$ cat src/rtl/core/sbr_pkg.sv
// Package for the stream byte reassembler: sizes, controller states and
// the control bundle broadcast to the storage cells. No dependencies.
package sbr_pkg;

  // Window size in bytes, one storage cell per window position.
  localparam int CAPACITY = 64;
  localparam int IDX_W    = $clog2(CAPACITY);
  localparam int CNT_W    = $clog2(CAPACITY + 1);

  // Controller states.
  typedef enum logic [1:0] {
    ST_IDLE,
    ST_COUNT,
    ST_EMIT,
    ST_NONE
  } sbr_state_e;

  // Control broadcast from the controller to every cell.
  typedef struct packed {
    logic             wr_en;
    logic [IDX_W-1:0] wr_rel;
    logic [7:0]       wr_data;
    logic             probe_load;
    logic             probe_shift;
    logic             shift;
  } sbr_cell_ctl_t;

endpackage

$ cat src/rtl/core/sbr_cell.sv
// One window cell of the reassembler: holds one byte, its held flag and
// a probe bit used to measure the in-order run. Depends on sbr_pkg.
module sbr_cell (
  input  logic                       clk_i,
  input  logic                       rst_ni,
  input  sbr_pkg::sbr_cell_ctl_t     ctl_i,
  input  logic [sbr_pkg::IDX_W-1:0]  idx_i,
  input  logic [7:0]                 nxt_byte_i,
  input  logic                       nxt_held_i,
  input  logic                       nxt_probe_i,
  output logic [7:0]                 byte_o,
  output logic                       held_o,
  output logic                       probe_o,
  output logic                       hit_o
);
  import sbr_pkg::*;

  logic [7:0] byte_q, byte_d;
  logic       held_q, held_d;
  logic       probe_q, probe_d;
  logic       hit;

  // A write lands here only if it targets this position and it is free
  assign hit = ctl_i.wr_en && (ctl_i.wr_rel == idx_i) && !held_q;

  // Next values: shift toward the window front, or take a new byte
  always_comb begin
    byte_d  = byte_q;
    held_d  = held_q;
    probe_d = probe_q;
    if (ctl_i.shift) begin
      byte_d = nxt_byte_i;
      held_d = nxt_held_i;
    end else if (hit) begin
      byte_d = ctl_i.wr_data;
      held_d = 1'b1;
    end
    if (ctl_i.probe_load) begin
      probe_d = held_q | hit;
    end else if (ctl_i.probe_shift) begin
      probe_d = nxt_probe_i;
    end
  end

  always_ff @(posedge clk_i or negedge rst_ni) begin
    if (!rst_ni) begin
      held_q  <= 1'b0;
      probe_q <= 1'b0;
    end else begin
      held_q  <= held_d;
      probe_q <= probe_d;
    end
  end

  // Payload, no reset
  always_ff @(posedge clk_i) begin
    byte_q <= byte_d;
  end

  assign byte_o  = byte_q;
  assign held_o  = held_q;
  assign probe_o = probe_q;
  assign hit_o   = hit;

endmodule

$ cat src/rtl/core/sbr_ctrl.sv
// Controller of the reassembler: window checks, counters, eof tracking,
// the run-length count, draining and the result register. Uses sbr_pkg.
module sbr_ctrl (
  input  logic                        clk_i,
  input  logic                        rst_ni,
  input  logic                        in_valid_i,
  output logic                        in_stall_o,
  input  logic [31:0]                 segment_start_i,
  input  logic [31:0]                 segment_end_i,
  input  logic [31:0]                 byte_offset_i,
  input  logic [7:0]                  data_byte_i,
  input  logic                        byte_present_i,
  input  logic                        segment_eof_i,
  input  logic                        segment_last_i,
  output logic                        res_valid_o,
  input  logic                        res_stall_i,
  output logic [7:0]                  out_byte_o,
  output logic                        out_valid_o,
  output logic                        out_last_o,
  output logic                        stream_ended_o,
  output logic [6:0]                  pending_count_o,
  output sbr_pkg::sbr_cell_ctl_t      ctl_o,
  input  logic                        probe0_i,
  input  logic [7:0]                  byte0_i,
  input  logic                        any_hit_i
);
  import sbr_pkg::*;

  sbr_state_e       state_q, state_d;
  logic [31:0]      written_q, written_d;
  logic [CNT_W-1:0] pending_q, pending_d;
  logic [CNT_W-1:0] cnt_q, cnt_d;
  logic             eof_seen_q, eof_seen_d;
  logic [31:0]      eof_pos_q, eof_pos_d;
  logic             ended_q, ended_d;
  logic             seg_eof_q;
  logic [31:0]      eof_clip_q;

  logic             res_valid_q;
  logic [7:0]       res_byte_q;
  logic             res_flag_q;
  logic             res_last_q;
  logic             res_ended_q;
  logic [CNT_W-1:0] res_pend_q;

  logic [32:0]      win_hi;
  logic [31:0]      rel_full;
  logic [31:0]      written_n;
  logic             accept;
  logic             dropped;
  logic             in_window;
  logic             res_free;
  logic             push;
  logic             count_done;

  // Window bounds, computed without wrap
  assign win_hi   = {1'b0, written_q} + 33'(CAPACITY);
  assign dropped  = ({1'b0, segment_start_i} >= win_hi) || (segment_end_i < written_q);
  assign in_window = byte_present_i &&
                     (byte_offset_i >= segment_start_i) && (byte_offset_i < segment_end_i) &&
                     (byte_offset_i >= written_q) && ({1'b0, byte_offset_i} < win_hi);
  assign rel_full = byte_offset_i - written_q;

  assign accept     = in_valid_i && (state_q == ST_IDLE);
  assign res_free   = !res_valid_q || !res_stall_i;
  assign count_done = (state_q == ST_COUNT) && !probe0_i;
  assign written_n  = written_q + 32'(cnt_q);

  // Next state
  always_comb begin
    state_d = state_q;
    case (state_q)
      ST_IDLE: begin
        if (accept && segment_last_i) begin
          state_d = dropped ? ST_NONE : ST_COUNT;
        end
      end
      ST_COUNT: begin
        if (!probe0_i) begin
          state_d = (cnt_q == '0) ? ST_NONE : ST_EMIT;
        end
      end
      ST_EMIT: begin
        if (res_free && (cnt_q == CNT_W'(1))) begin
          state_d = ST_IDLE;
        end
      end
      ST_NONE: begin
        if (res_free) begin
          state_d = ST_IDLE;
        end
      end
      default: state_d = ST_IDLE;
    endcase
  end

  // Control outputs for the cells and the result register
  always_comb begin
    ctl_o.wr_en       = accept && !dropped && in_window;
    ctl_o.wr_rel      = rel_full[IDX_W-1:0];
    ctl_o.wr_data     = data_byte_i;
    ctl_o.probe_load  = accept && segment_last_i && !dropped;
    ctl_o.probe_shift = (state_q == ST_COUNT) && probe0_i;
    ctl_o.shift       = 1'b0;
    push              = 1'b0;
    case (state_q)
      ST_EMIT: begin
        ctl_o.shift = res_free;
        push        = res_free;
      end
      ST_NONE: begin
        push = res_free;
      end
      default: begin
        ctl_o.shift = 1'b0;
        push        = 1'b0;
      end
    endcase
  end

  // Counters, eof tracking and end detection
  always_comb begin
    written_d  = written_q;
    pending_d  = pending_q;
    cnt_d      = cnt_q;
    eof_seen_d = eof_seen_q;
    eof_pos_d  = eof_pos_q;
    ended_d    = ended_q;
    if (any_hit_i && (pending_q < CNT_W'(CAPACITY))) begin
      pending_d = pending_q + CNT_W'(1);
    end
    if (accept) begin
      cnt_d = '0;
    end else if (ctl_o.probe_shift) begin
      cnt_d = cnt_q + CNT_W'(1);
    end else if (push && (state_q == ST_EMIT)) begin
      cnt_d = cnt_q - CNT_W'(1);
    end
    if (count_done) begin
      written_d  = written_n;
      pending_d  = pending_q - cnt_q;
      eof_seen_d = eof_seen_q | seg_eof_q;
      eof_pos_d  = seg_eof_q ? eof_clip_q : eof_pos_q;
      ended_d    = ended_q | (eof_seen_d && (eof_pos_d == written_n));
    end
  end

  always_ff @(posedge clk_i or negedge rst_ni) begin
    if (!rst_ni) begin
      state_q    <= ST_IDLE;
      written_q  <= '0;
      pending_q  <= '0;
      cnt_q      <= '0;
      eof_seen_q <= 1'b0;
      eof_pos_q  <= '0;
      ended_q    <= 1'b0;
    end else begin
      state_q    <= state_d;
      written_q  <= written_d;
      pending_q  <= pending_d;
      cnt_q      <= cnt_d;
      eof_seen_q <= eof_seen_d;
      eof_pos_q  <= eof_pos_d;
      ended_q    <= ended_d;
    end
  end

  // Segment end info captured on the last item
  always_ff @(posedge clk_i) begin
    if (accept && segment_last_i) begin
      seg_eof_q  <= segment_eof_i;
      eof_clip_q <= ({1'b0, segment_end_i} < win_hi) ? segment_end_i : win_hi[31:0];
    end
  end

  // Result register
  always_ff @(posedge clk_i or negedge rst_ni) begin
    if (!rst_ni) begin
      res_valid_q <= 1'b0;
    end else if (push) begin
      res_valid_q <= 1'b1;
    end else if (!res_stall_i) begin
      res_valid_q <= 1'b0;
    end
  end

  always_ff @(posedge clk_i) begin
    if (push) begin
      res_byte_q  <= (state_q == ST_EMIT) ? byte0_i : 8'd0;
      res_flag_q  <= (state_q == ST_EMIT);
      res_last_q  <= (state_q == ST_EMIT) ? (cnt_q == CNT_W'(1)) : 1'b1;
      res_ended_q <= ended_q;
      res_pend_q  <= pending_q;
    end
  end

  assign in_stall_o      = (state_q != ST_IDLE);
  assign res_valid_o     = res_valid_q;
  assign out_byte_o      = res_byte_q;
  assign out_valid_o     = res_flag_q;
  assign out_last_o      = res_last_q;
  assign stream_ended_o  = res_ended_q;
  assign pending_count_o = 7'(res_pend_q);

endmodule

$ cat src/rtl/core/stream_byte_reassembler.sv
// Top level of the stream byte reassembler: a row of window cells and the
// controller. Depends on sbr_pkg, sbr_cell and sbr_ctrl.
//
//   channel  valid        stall        payload
//   in       in_valid_i   in_stall_o   segment_start_i .. segment_last_i
//   result   res_valid_o  res_stall_i  out_byte_o .. pending_count_o
//
// An item that is not a segment's last leaves the block idle; its byte is written
// into the cell for its window position in the cycle the item is accepted.
// A last item holding an in-order run of n bytes is accepted; then the run
// is measured by shifting probe bits down the cell row, one cell a cycle, and
// the row shifts one byte a cycle into the result register unless stalled.
// A dropped segment gives one empty result with no measure; an empty run
// gives one empty result after the measure.
// Result stalls hold the drain; reset clears all held flags at once.
module stream_byte_reassembler (
  input  logic        clk_i,
  input  logic        rst_ni,
  input  logic        in_valid_i,
  output logic        in_stall_o,
  input  logic [31:0] segment_start_i,
  input  logic [31:0] segment_end_i,
  input  logic [31:0] byte_offset_i,
  input  logic [7:0]  data_byte_i,
  input  logic        byte_present_i,
  input  logic        segment_eof_i,
  input  logic        segment_last_i,
  output logic        res_valid_o,
  input  logic        res_stall_i,
  output logic [7:0]  out_byte_o,
  output logic        out_valid_o,
  output logic        out_last_o,
  output logic        stream_ended_o,
  output logic [6:0]  pending_count_o
);
  import sbr_pkg::*;

  sbr_cell_ctl_t       cell_ctl;
  logic [7:0]          chain_byte  [CAPACITY+1];
  logic                chain_held  [CAPACITY+1];
  logic                chain_probe [CAPACITY+1];
  logic [CAPACITY-1:0] hit_vec;

  // Past the window end nothing is held
  assign chain_byte[CAPACITY]  = 8'd0;
  assign chain_held[CAPACITY]  = 1'b0;
  assign chain_probe[CAPACITY] = 1'b0;

  // Cell row, position 0 is the next byte to write out
  for (genvar i = 0; i < CAPACITY; i++) begin : g_cell
    sbr_cell u_cell (
      .clk_i       (clk_i),
      .rst_ni      (rst_ni),
      .ctl_i       (cell_ctl),
      .idx_i       (IDX_W'(i)),
      .nxt_byte_i  (chain_byte[i+1]),
      .nxt_held_i  (chain_held[i+1]),
      .nxt_probe_i (chain_probe[i+1]),
      .byte_o      (chain_byte[i]),
      .held_o      (chain_held[i]),
      .probe_o     (chain_probe[i]),
      .hit_o       (hit_vec[i])
    );
  end

  sbr_ctrl u_ctrl (
    .clk_i           (clk_i),
    .rst_ni          (rst_ni),
    .in_valid_i      (in_valid_i),
    .in_stall_o      (in_stall_o),
    .segment_start_i (segment_start_i),
    .segment_end_i   (segment_end_i),
    .byte_offset_i   (byte_offset_i),
    .data_byte_i     (data_byte_i),
    .byte_present_i  (byte_present_i),
    .segment_eof_i   (segment_eof_i),
    .segment_last_i  (segment_last_i),
    .res_valid_o     (res_valid_o),
    .res_stall_i     (res_stall_i),
    .out_byte_o      (out_byte_o),
    .out_valid_o     (out_valid_o),
    .out_last_o      (out_last_o),
    .stream_ended_o  (stream_ended_o),
    .pending_count_o (pending_count_o),
    .ctl_o           (cell_ctl),
    .probe0_i        (chain_probe[0]),
    .byte0_i         (chain_byte[0]),
    .any_hit_i       (|hit_vec)
  );

endmodule

$ cat config.mk
export PLATFORM = sky130hd
export DESIGN_NAME = stream_byte_reassembler
export DESIGN_NICKNAME = d
export VERILOG_FILES = /design/src/rtl/core/sbr_pkg.sv /design/src/rtl/core/sbr_cell.sv /design/src/rtl/core/sbr_ctrl.sv /design/src/rtl/core/stream_byte_reassembler.sv
export SDC_FILE = /design/constraint.sdc
export NUM_CORES = 1
export LEC_CHECK = 0
export BUFFER_PORTS_ARGS = -buffer_cell sky130_fd_sc_hd__buf_2
export CAP_MARGIN = 20
export CORE_MARGIN = 10
export CORE_UTILIZATION = 49
export CTS_CLUSTER_SIZE = 14
export DETAILED_ROUTE_END_ITERATION = 8
export PLACE_DENSITY_LB_ADDON = 0.2
export RECOVER_POWER = 25
export SKIP_CTS_REPAIR_TIMING = 1
export SLEW_MARGIN = 10
export SYNTH_ARGS = -nofsm -noshare
export SYNTH_HDL_FRONTEND = slang
export SYNTH_SLANG_ARGS = --single-unit
$ cat constraint.sdc
create_clock -name clk_i -period 14.5 [get_ports clk_i]
set_input_delay 0.725 -clock clk_i [delete_from_list [all_inputs] [get_ports clk_i]]
set_output_delay 0.725 -clock clk_i [all_outputs]
set_load 0.05 [all_outputs]
==> metrics, run 1 <==
Hold Crit Class=in -> reg; synth warn=0; Setup violations, final=0; slowest CP cell=clkbuf_1; Bufs and invs on worst path=2; Tmin final=between 7 and 8 ns; Hold Crit Depth=1; reg2reg end=g_cell[59].u_cell.byte_o[3]$_DFFE_PP_; Clock Skews=0.0221 ns; hold endpoint=u_ctrl.seg_eof_q$_DFFE_PP_; Netlist cell types=89; RSZ-0062 raised after global routing=no; CTS sink count=774; Power Density=213 nW/um^2; Die Span X=303 um; vias in the first global route=about 27000; Detail Placement HPWL=71.7 mm; Fin. Hold Viols=0; Clock transition at path regs=about 0.060 ns; endpoint type of the worst setup path=asynchronous set/reset pin; Main synth FF type=edfxtp_1; switching power=between 0.003 and 0.004 W; Vias/cell=between 6 and 7; Avg Inst Size Synth=11.9 sq um; crit-path leading delay family=buffers and inverters; Worst-Skew Late Latency=0.63 ns; I/O Buffers=130; Num CTS Buffers=81; Remaining DRCs=0; CTS Root Cell=clkbuf_16; Slew @ Worst Pin=between 5 and 6 ns; sw frac=a little over a third; clock power share=21.7%; Worst path max stage delay=4.01 ns; GRT Overall Usage=22.3%; detailed-router iteration count before antenna repair=8; H-tree depth=3; share of cells above drive strength 1=11.2%; Fmax=0.128 GHz; peak supply drop=0.000203 V; Overflow after GRT=0; Util after Layout=54.9%; initial antenna violation count=4; Seq/Total Area, Yosys=56.3%; CTS tree=yes; R2R depth=14; DR vias=27300; RD Place Congestion=approximately 0.95; critical-path maximum fanout=102; Internal Power=0.00597 W; syn nets=3622; Slew HR=-297%; fin nets=3700; Detailed Route WL=104 mm; io pins=between 100 and 150; leakage=around 19 nW; Sequential Power Share=43.7%; Std-Cell Rows=around 100; Final TNS setup=0 ns; failing checks=max-capacitance violations, max-slew violations; worst flop-to-flop path startpoint=u_ctrl.written_q[12]$_DFFE_PN0P_; critical path launch point type=primary input; status=complete, but fails checks; post-route ant nets=0; Syn Std Cell Area=39200 sq um; Final Cycle Share=53.9%; Post-synth ARST share=27.3%; required time of the critical path=about 14 ns; hold path start=segment_eof_i; Cell Chain, Critical Path=clkbuf_1 > clkbuf_1; crit path from=rst_ni; total die area=91800 sq um; Data arrival, critical path=roughly 7.7 ns; Area Overhead vs Synth=10.7%; max_cap viols=12; Slew Viols, Final=690; Critical Path Most Common Cell=clkbuf_1; combinational fraction of design power=34.6%; Synth Register Bits=774; Syn Inst Count=3295; crit path kind=in -> async; DR WL/cell=about 23 um; first-pass GRT wire length=161 mm; core area=79100 sq um; CTS max path bufs=3; Placed Cells=4319; Post-synth EDFFs=555; R2R Setup Slk=7.87 ns; DIE HEIGHT=~300 um; Initial Util=between 40% and 50%; First DRT Iteration DRCs=2818; Final Non-Filler Cells=4488; largest net degree at the start of global routing=approximately 260
-- routing by layer --
| metal | up-vias | wire length, um | global-route usage (%) | share of wire, % |
|---|---|---|---|---|
| li1 | 12500 | - | - | - |
| met2 | 968 | 46600 | 34.3 | 45 |
| met5 | - | 21 | 0 | 0.020 |
| met3 | 203 | 7780 | 5.38 | 7.5 |
| met1 | 13600 | 45500 | 30.7 | 44 |
| met4 | 4 | 3710 | 7.72 | 3.6 |
-- cells by family after synthesis --
kind of cell,synth area share [%]
compound gates,19.6
flops,56.3
simple gates,7.65
buf+inv,3.53
fa+ha+maj,7.05
xor+xnor,2.75
mux,3.08
-- power by group through the flow --
stage               Sequential [W]  Combinational (W)  Clock [W]
floorplan                  0.00400            0.00211          0
global placement           0.00406            0.00297          0
detailed placement         0.00409            0.00308          0
CTS                        0.00406            0.00310    0.00205
global route               0.00414            0.00349    0.00214
finish                     0.00405            0.00320    0.00201
-- state kept, by name (all words and copies together) (netlist names), 7 cells and up --
name,flops
g_cell.u_cell.byte_o,512
g_cell.u_cell.held_o,64
g_cell.u_cell.probe_o,64
u_ctrl.cnt_q,7
u_ctrl.eof_clip_q,32
u_ctrl.eof_pos_q,32
u_ctrl.out_byte_o,8
u_ctrl.pending_count_o,7
u_ctrl.pending_q,7
u_ctrl.written_q,32
-- cell type report --
class | count | area, sq um
antenna | 1 | 2.50
clock buffer | 110 | 2220
clock inverter | 37 | 324
fill | 6772 | 35700
inverter | 118 | 443
multi-input combinational | 2180 | 15800
sequential | 774 | 22100
tap | 1050 | 1310
timing repair buffer | 218 | 1220
-- placed cells by master (no fill, tap or decap), drive strengths merged, types with 9 or more instances in the layout --
cell / n
o211ai: 10
nor2b: 16
nor4: 16
nor3: 44
nand2: 171
nand2b: 12
inv: 119
ha: 213
nand4: 44
and3: 12
nand3: 42
a21oi: 197
xor2: 15
o21ai: 178
a211oi: 15
buf: 184
a22o: 32
xnor2: 108
mux2i: 70
a21o: 533
dfrtp: 211
and2: 20
clkbuf: 144
mux2: 41
edfxtp: 555
nor2: 153
o31ai: 42
a22oi: 32
a31oi: 10
clkinv: 29
or2: 9
or3: 20
-- worst max-delay path by stage --
stage,end,slack [ns],cells past startpoint
floorplan,g_cell[16].u_cell.byte_o[0]$_DFFE_PP_,9.47,18
global placement,g_cell[48].u_cell.byte_o[1]$_DFFE_PP_,7.94,14
detailed placement,g_cell[53].u_cell.byte_o[5]$_DFFE_PP_,7.85,14
CTS,g_cell[53].u_cell.byte_o[1]$_DFFE_PP_,7.84,14
global route,g_cell[44].u_cell.held_o$_DFFE_PN0P_,5.29,2
finish,g_cell[53].u_cell.probe_o$_DFFE_PN0P_,6.68,2
-- Yosys cell counts, types with 70 or more instances --
library cell  number  area (sq um)
o21ai_0          156           781
a21oi_1          197           986
ha_1             213          2670
inv_1            118           443
nor2_1           152           571
clkbuf_1         179           672
mux2i_1           70           701
edfxtp_1         555         16700
xnor2_1          108           946
dfrtp_1          211          5280
a21o_1           533          4000
nand2_1          171           642
-- stage by stage --
step                      worst slack [ns]  cell area, sq um  total power [W]  hold WS (ns)
after global placement                7.94             40800          0.00704         0.438
after detailed placement              7.85             40800          0.00717         0.444
final                                 6.68             43400          0.00927         0.295
after CTS                             7.84             43400          0.00921         0.228
after floorplan                       9.47             39200          0.00611         0.425
after global routing                  5.29             43400          0.00977         0.278
(Power assumes the default switching activity.)
==> inputs of run 2 (changes only) <==
clock period = 8.2 ns   (was 14.5 ns; I/O delays follow)
==> run 2 against run 1 <==
Net effect: the run still ends with max-capacitance violations, max-slew violations left; worst setup slack got worse by 5.2 ns; critical path depth rose by 14; global-route usage fell by 0.23 points; critical path type is now reg -> reg; critical endpoint is now g_cell[60].u_cell.byte_o[4]$_DFFE_PP_; largest power group unchanged.
==> metrics, run 2 (same netlist as run 1, synthesis figures left out) <==
Reg area=22100 sq um (unchanged); io pins=131 (unchanged); crit path from=u_ctrl.written_q[6]$_DFFE_PN0P_; Initial Util=49.6% (unchanged); Detailed Route WL=103 mm (-0.53%); commonest cells after routing, fill and taps aside=555 x edfxtp_1, 533 x a21o_1, 213 x ha_1; Power Density=376 nW/um^2 (+76%); Num CTS Buffers=82 (+1.2%); Std-Cell Rows=103 (unchanged); share of cells above drive strength 1=11.3% (+0.13 points); Slew Viols, Final=665 (-3.6%); required time of the critical path=8.54 ns (-5.86 ns); I/O Buffers=130 (unchanged); hold path start=data_byte_i[7]; Slew @ Worst Pin=4.69 ns (-1.26 ns); crit path kind=reg -> reg; Area Overhead vs Synth=10.8%; area of the multi-input gates=15800 sq um (about the same); First DRT Iteration DRCs=2492 (-12%); CTS tree=yes; Vias/cell=6.09 (+0.33%); hold endpoint=g_cell[63].u_cell.byte_o[7]$_SDFFE_PP0P_; max_cap viols=9 (-3); Fmax=0.148 GHz; Final TNS setup=0 ns (unchanged); fin nets=3693 (-0.19%); placed cell areas=40800 sq um (about the same); most common cell after layout, fill and taps aside=edfxtp_1; GRT Overall Usage=22.1% (-0.23 points); Data arrival, critical path=7.09 ns (-0.63 ns); H-tree depth=3 (unchanged); CTS Root Cell=clkbuf_16; core area=79100 sq um (unchanged); Clock transition at path regs=0.06 ns (about the same); R2R Setup Slk=1.45 ns (-6.42 ns); Slew HR=-213% (+84 points); Worst-Skew Late Latency=0.64 ns (about the same); post-route ant nets=0 (unchanged); critical-path maximum fanout=14 (-86%); Detail Placement HPWL=70.4 mm (-1.8%); CTS max path bufs=3 (unchanged); final-layout fill cell count=6719 (-0.78%); RD Place Congestion=0.983 (+3.5%); Setup violations, final=0 (unchanged); DR vias=27300 (+0.29%); first-pass GRT wire length=160 mm (-0.72%); reg2reg end=g_cell[60].u_cell.byte_o[4]$_DFFE_PP_; Overflow after GRT=0 (unchanged); max reg flops=512 (unchanged); Tmin final=6.75 ns; Fin. Hold Viols=0 (unchanged); R2R depth=16 (+2); endpoint type of the worst setup path=flop; CTS sink count=774 (unchanged); Remaining DRCs=0 (unchanged); status=complete, but fails checks; vias in the first global route=27200 (-0.28%); Hold Crit Depth=3 (+2); critical path launch point type=flop; Hold Crit Class=in -> reg; DR WL/cell=23.0 um (-0.49%); total die area=91800 sq um (unchanged); largest net degree at the start of global routing=228 (-13%); RSZ-0062 raised after global routing=no; Die Span X=303 um (unchanged); detailed-router iteration count before antenna repair=9 (+1); DIE HEIGHT=303 um (unchanged); leakage=18.7 nW (about the same); Final Cycle Share=82.3%; peak supply drop=0.000328 V (+61%); failing checks=max-capacitance violations, max-slew violations; Clock Skews=0.0265 ns (+0.00438 ns); Design Area, Final=43500 sq um (+0.14%); worst flop-to-flop path startpoint=u_ctrl.written_q[6]$_DFFE_PN0P_; initial antenna violation count=2 (-2)
-- run 2: per-stage QoR --
step	total power, W	setup WS, ns	std cells	util, %	hold slack [ns]
after floorplan	0.0108	3.17	3295	-	0.114
after global placement	0.0124	1.47	4307	51.5	0.438
after detailed placement	0.0126	1.37	4314	51.6	0.455
after CTS	0.0164	1.36	4466	54.9	-0.176
after global routing	0.0172	1.07	4484	55.0	0.0283
final	0.0164	1.45	4486	55.0	0.0329
-- run 2: final cells by class --
class | instances | area share [%]
diodes | 2 | 0.0115
clock buffers | 111 | 5.09
clock inverters | 41 | 0.992
inverters | 118 | 1.02
multi-input cells | 2180 | 36.4
flip-flops and latches | 774 | 50.8
well taps | 1050 | 3.02
repair buffers | 210 | 2.68
-- run 2: worst max path at each step --
stage / end / slack (ns)
2_1_floorplan: g_cell[16].u_cell.byte_o[0]$_DFFE_PP_ / 3.17
3_3_place_gp: g_cell[53].u_cell.byte_o[6]$_DFFE_PP_ / 1.47
3_5_place_dp: g_cell[54].u_cell.byte_o[3]$_DFFE_PP_ / 1.37
4_1_cts: g_cell[54].u_cell.byte_o[3]$_DFFE_PP_ / 1.36
5_1_grt: g_cell[60].u_cell.byte_o[1]$_DFFE_PP_ / 1.07
6_report: g_cell[60].u_cell.byte_o[4]$_DFFE_PP_ / 1.45
-- run 2: power by group --
part | internal [W] | switching (W)
clock | 0.00213 | 0.00154
sequential | 0.00643 | 0.000727
combinational | 0.00195 | 0.00359
total | 0.0105 | 0.00586
-- run 2: worst max-delay path: stages, from the launching register on --
cell and delay [ns]:
dfrtp_1 0.60, ha_1 0.35, nand4_1 0.23, nor2_1 0.36, nand2_1 0.15, xnor2_1 0.35
ha_1 0.32, a21o_1 0.17, a21oi_1 0.14, o211ai_1 0.12, or4_1 0.54, a31oi_1 0.26
nand4b_4 0.30, nor4_1 0.83, nand2_1 0.66, o31ai_1 0.80, clkbuf_2 0.27
-- run 2: layer usage --
layer | share of wire (%) | GRT usage [%] | vias to the layer above
li1 | - | - | 12400
met2 | 45 | 33.9 | 1038
met5 | 0.017 | 0 | -
met1 | 44 | 31.1 | 13600
met4 | 3.4 | 7.45 | 4
met3 | 7.5 | 4.43 | 216
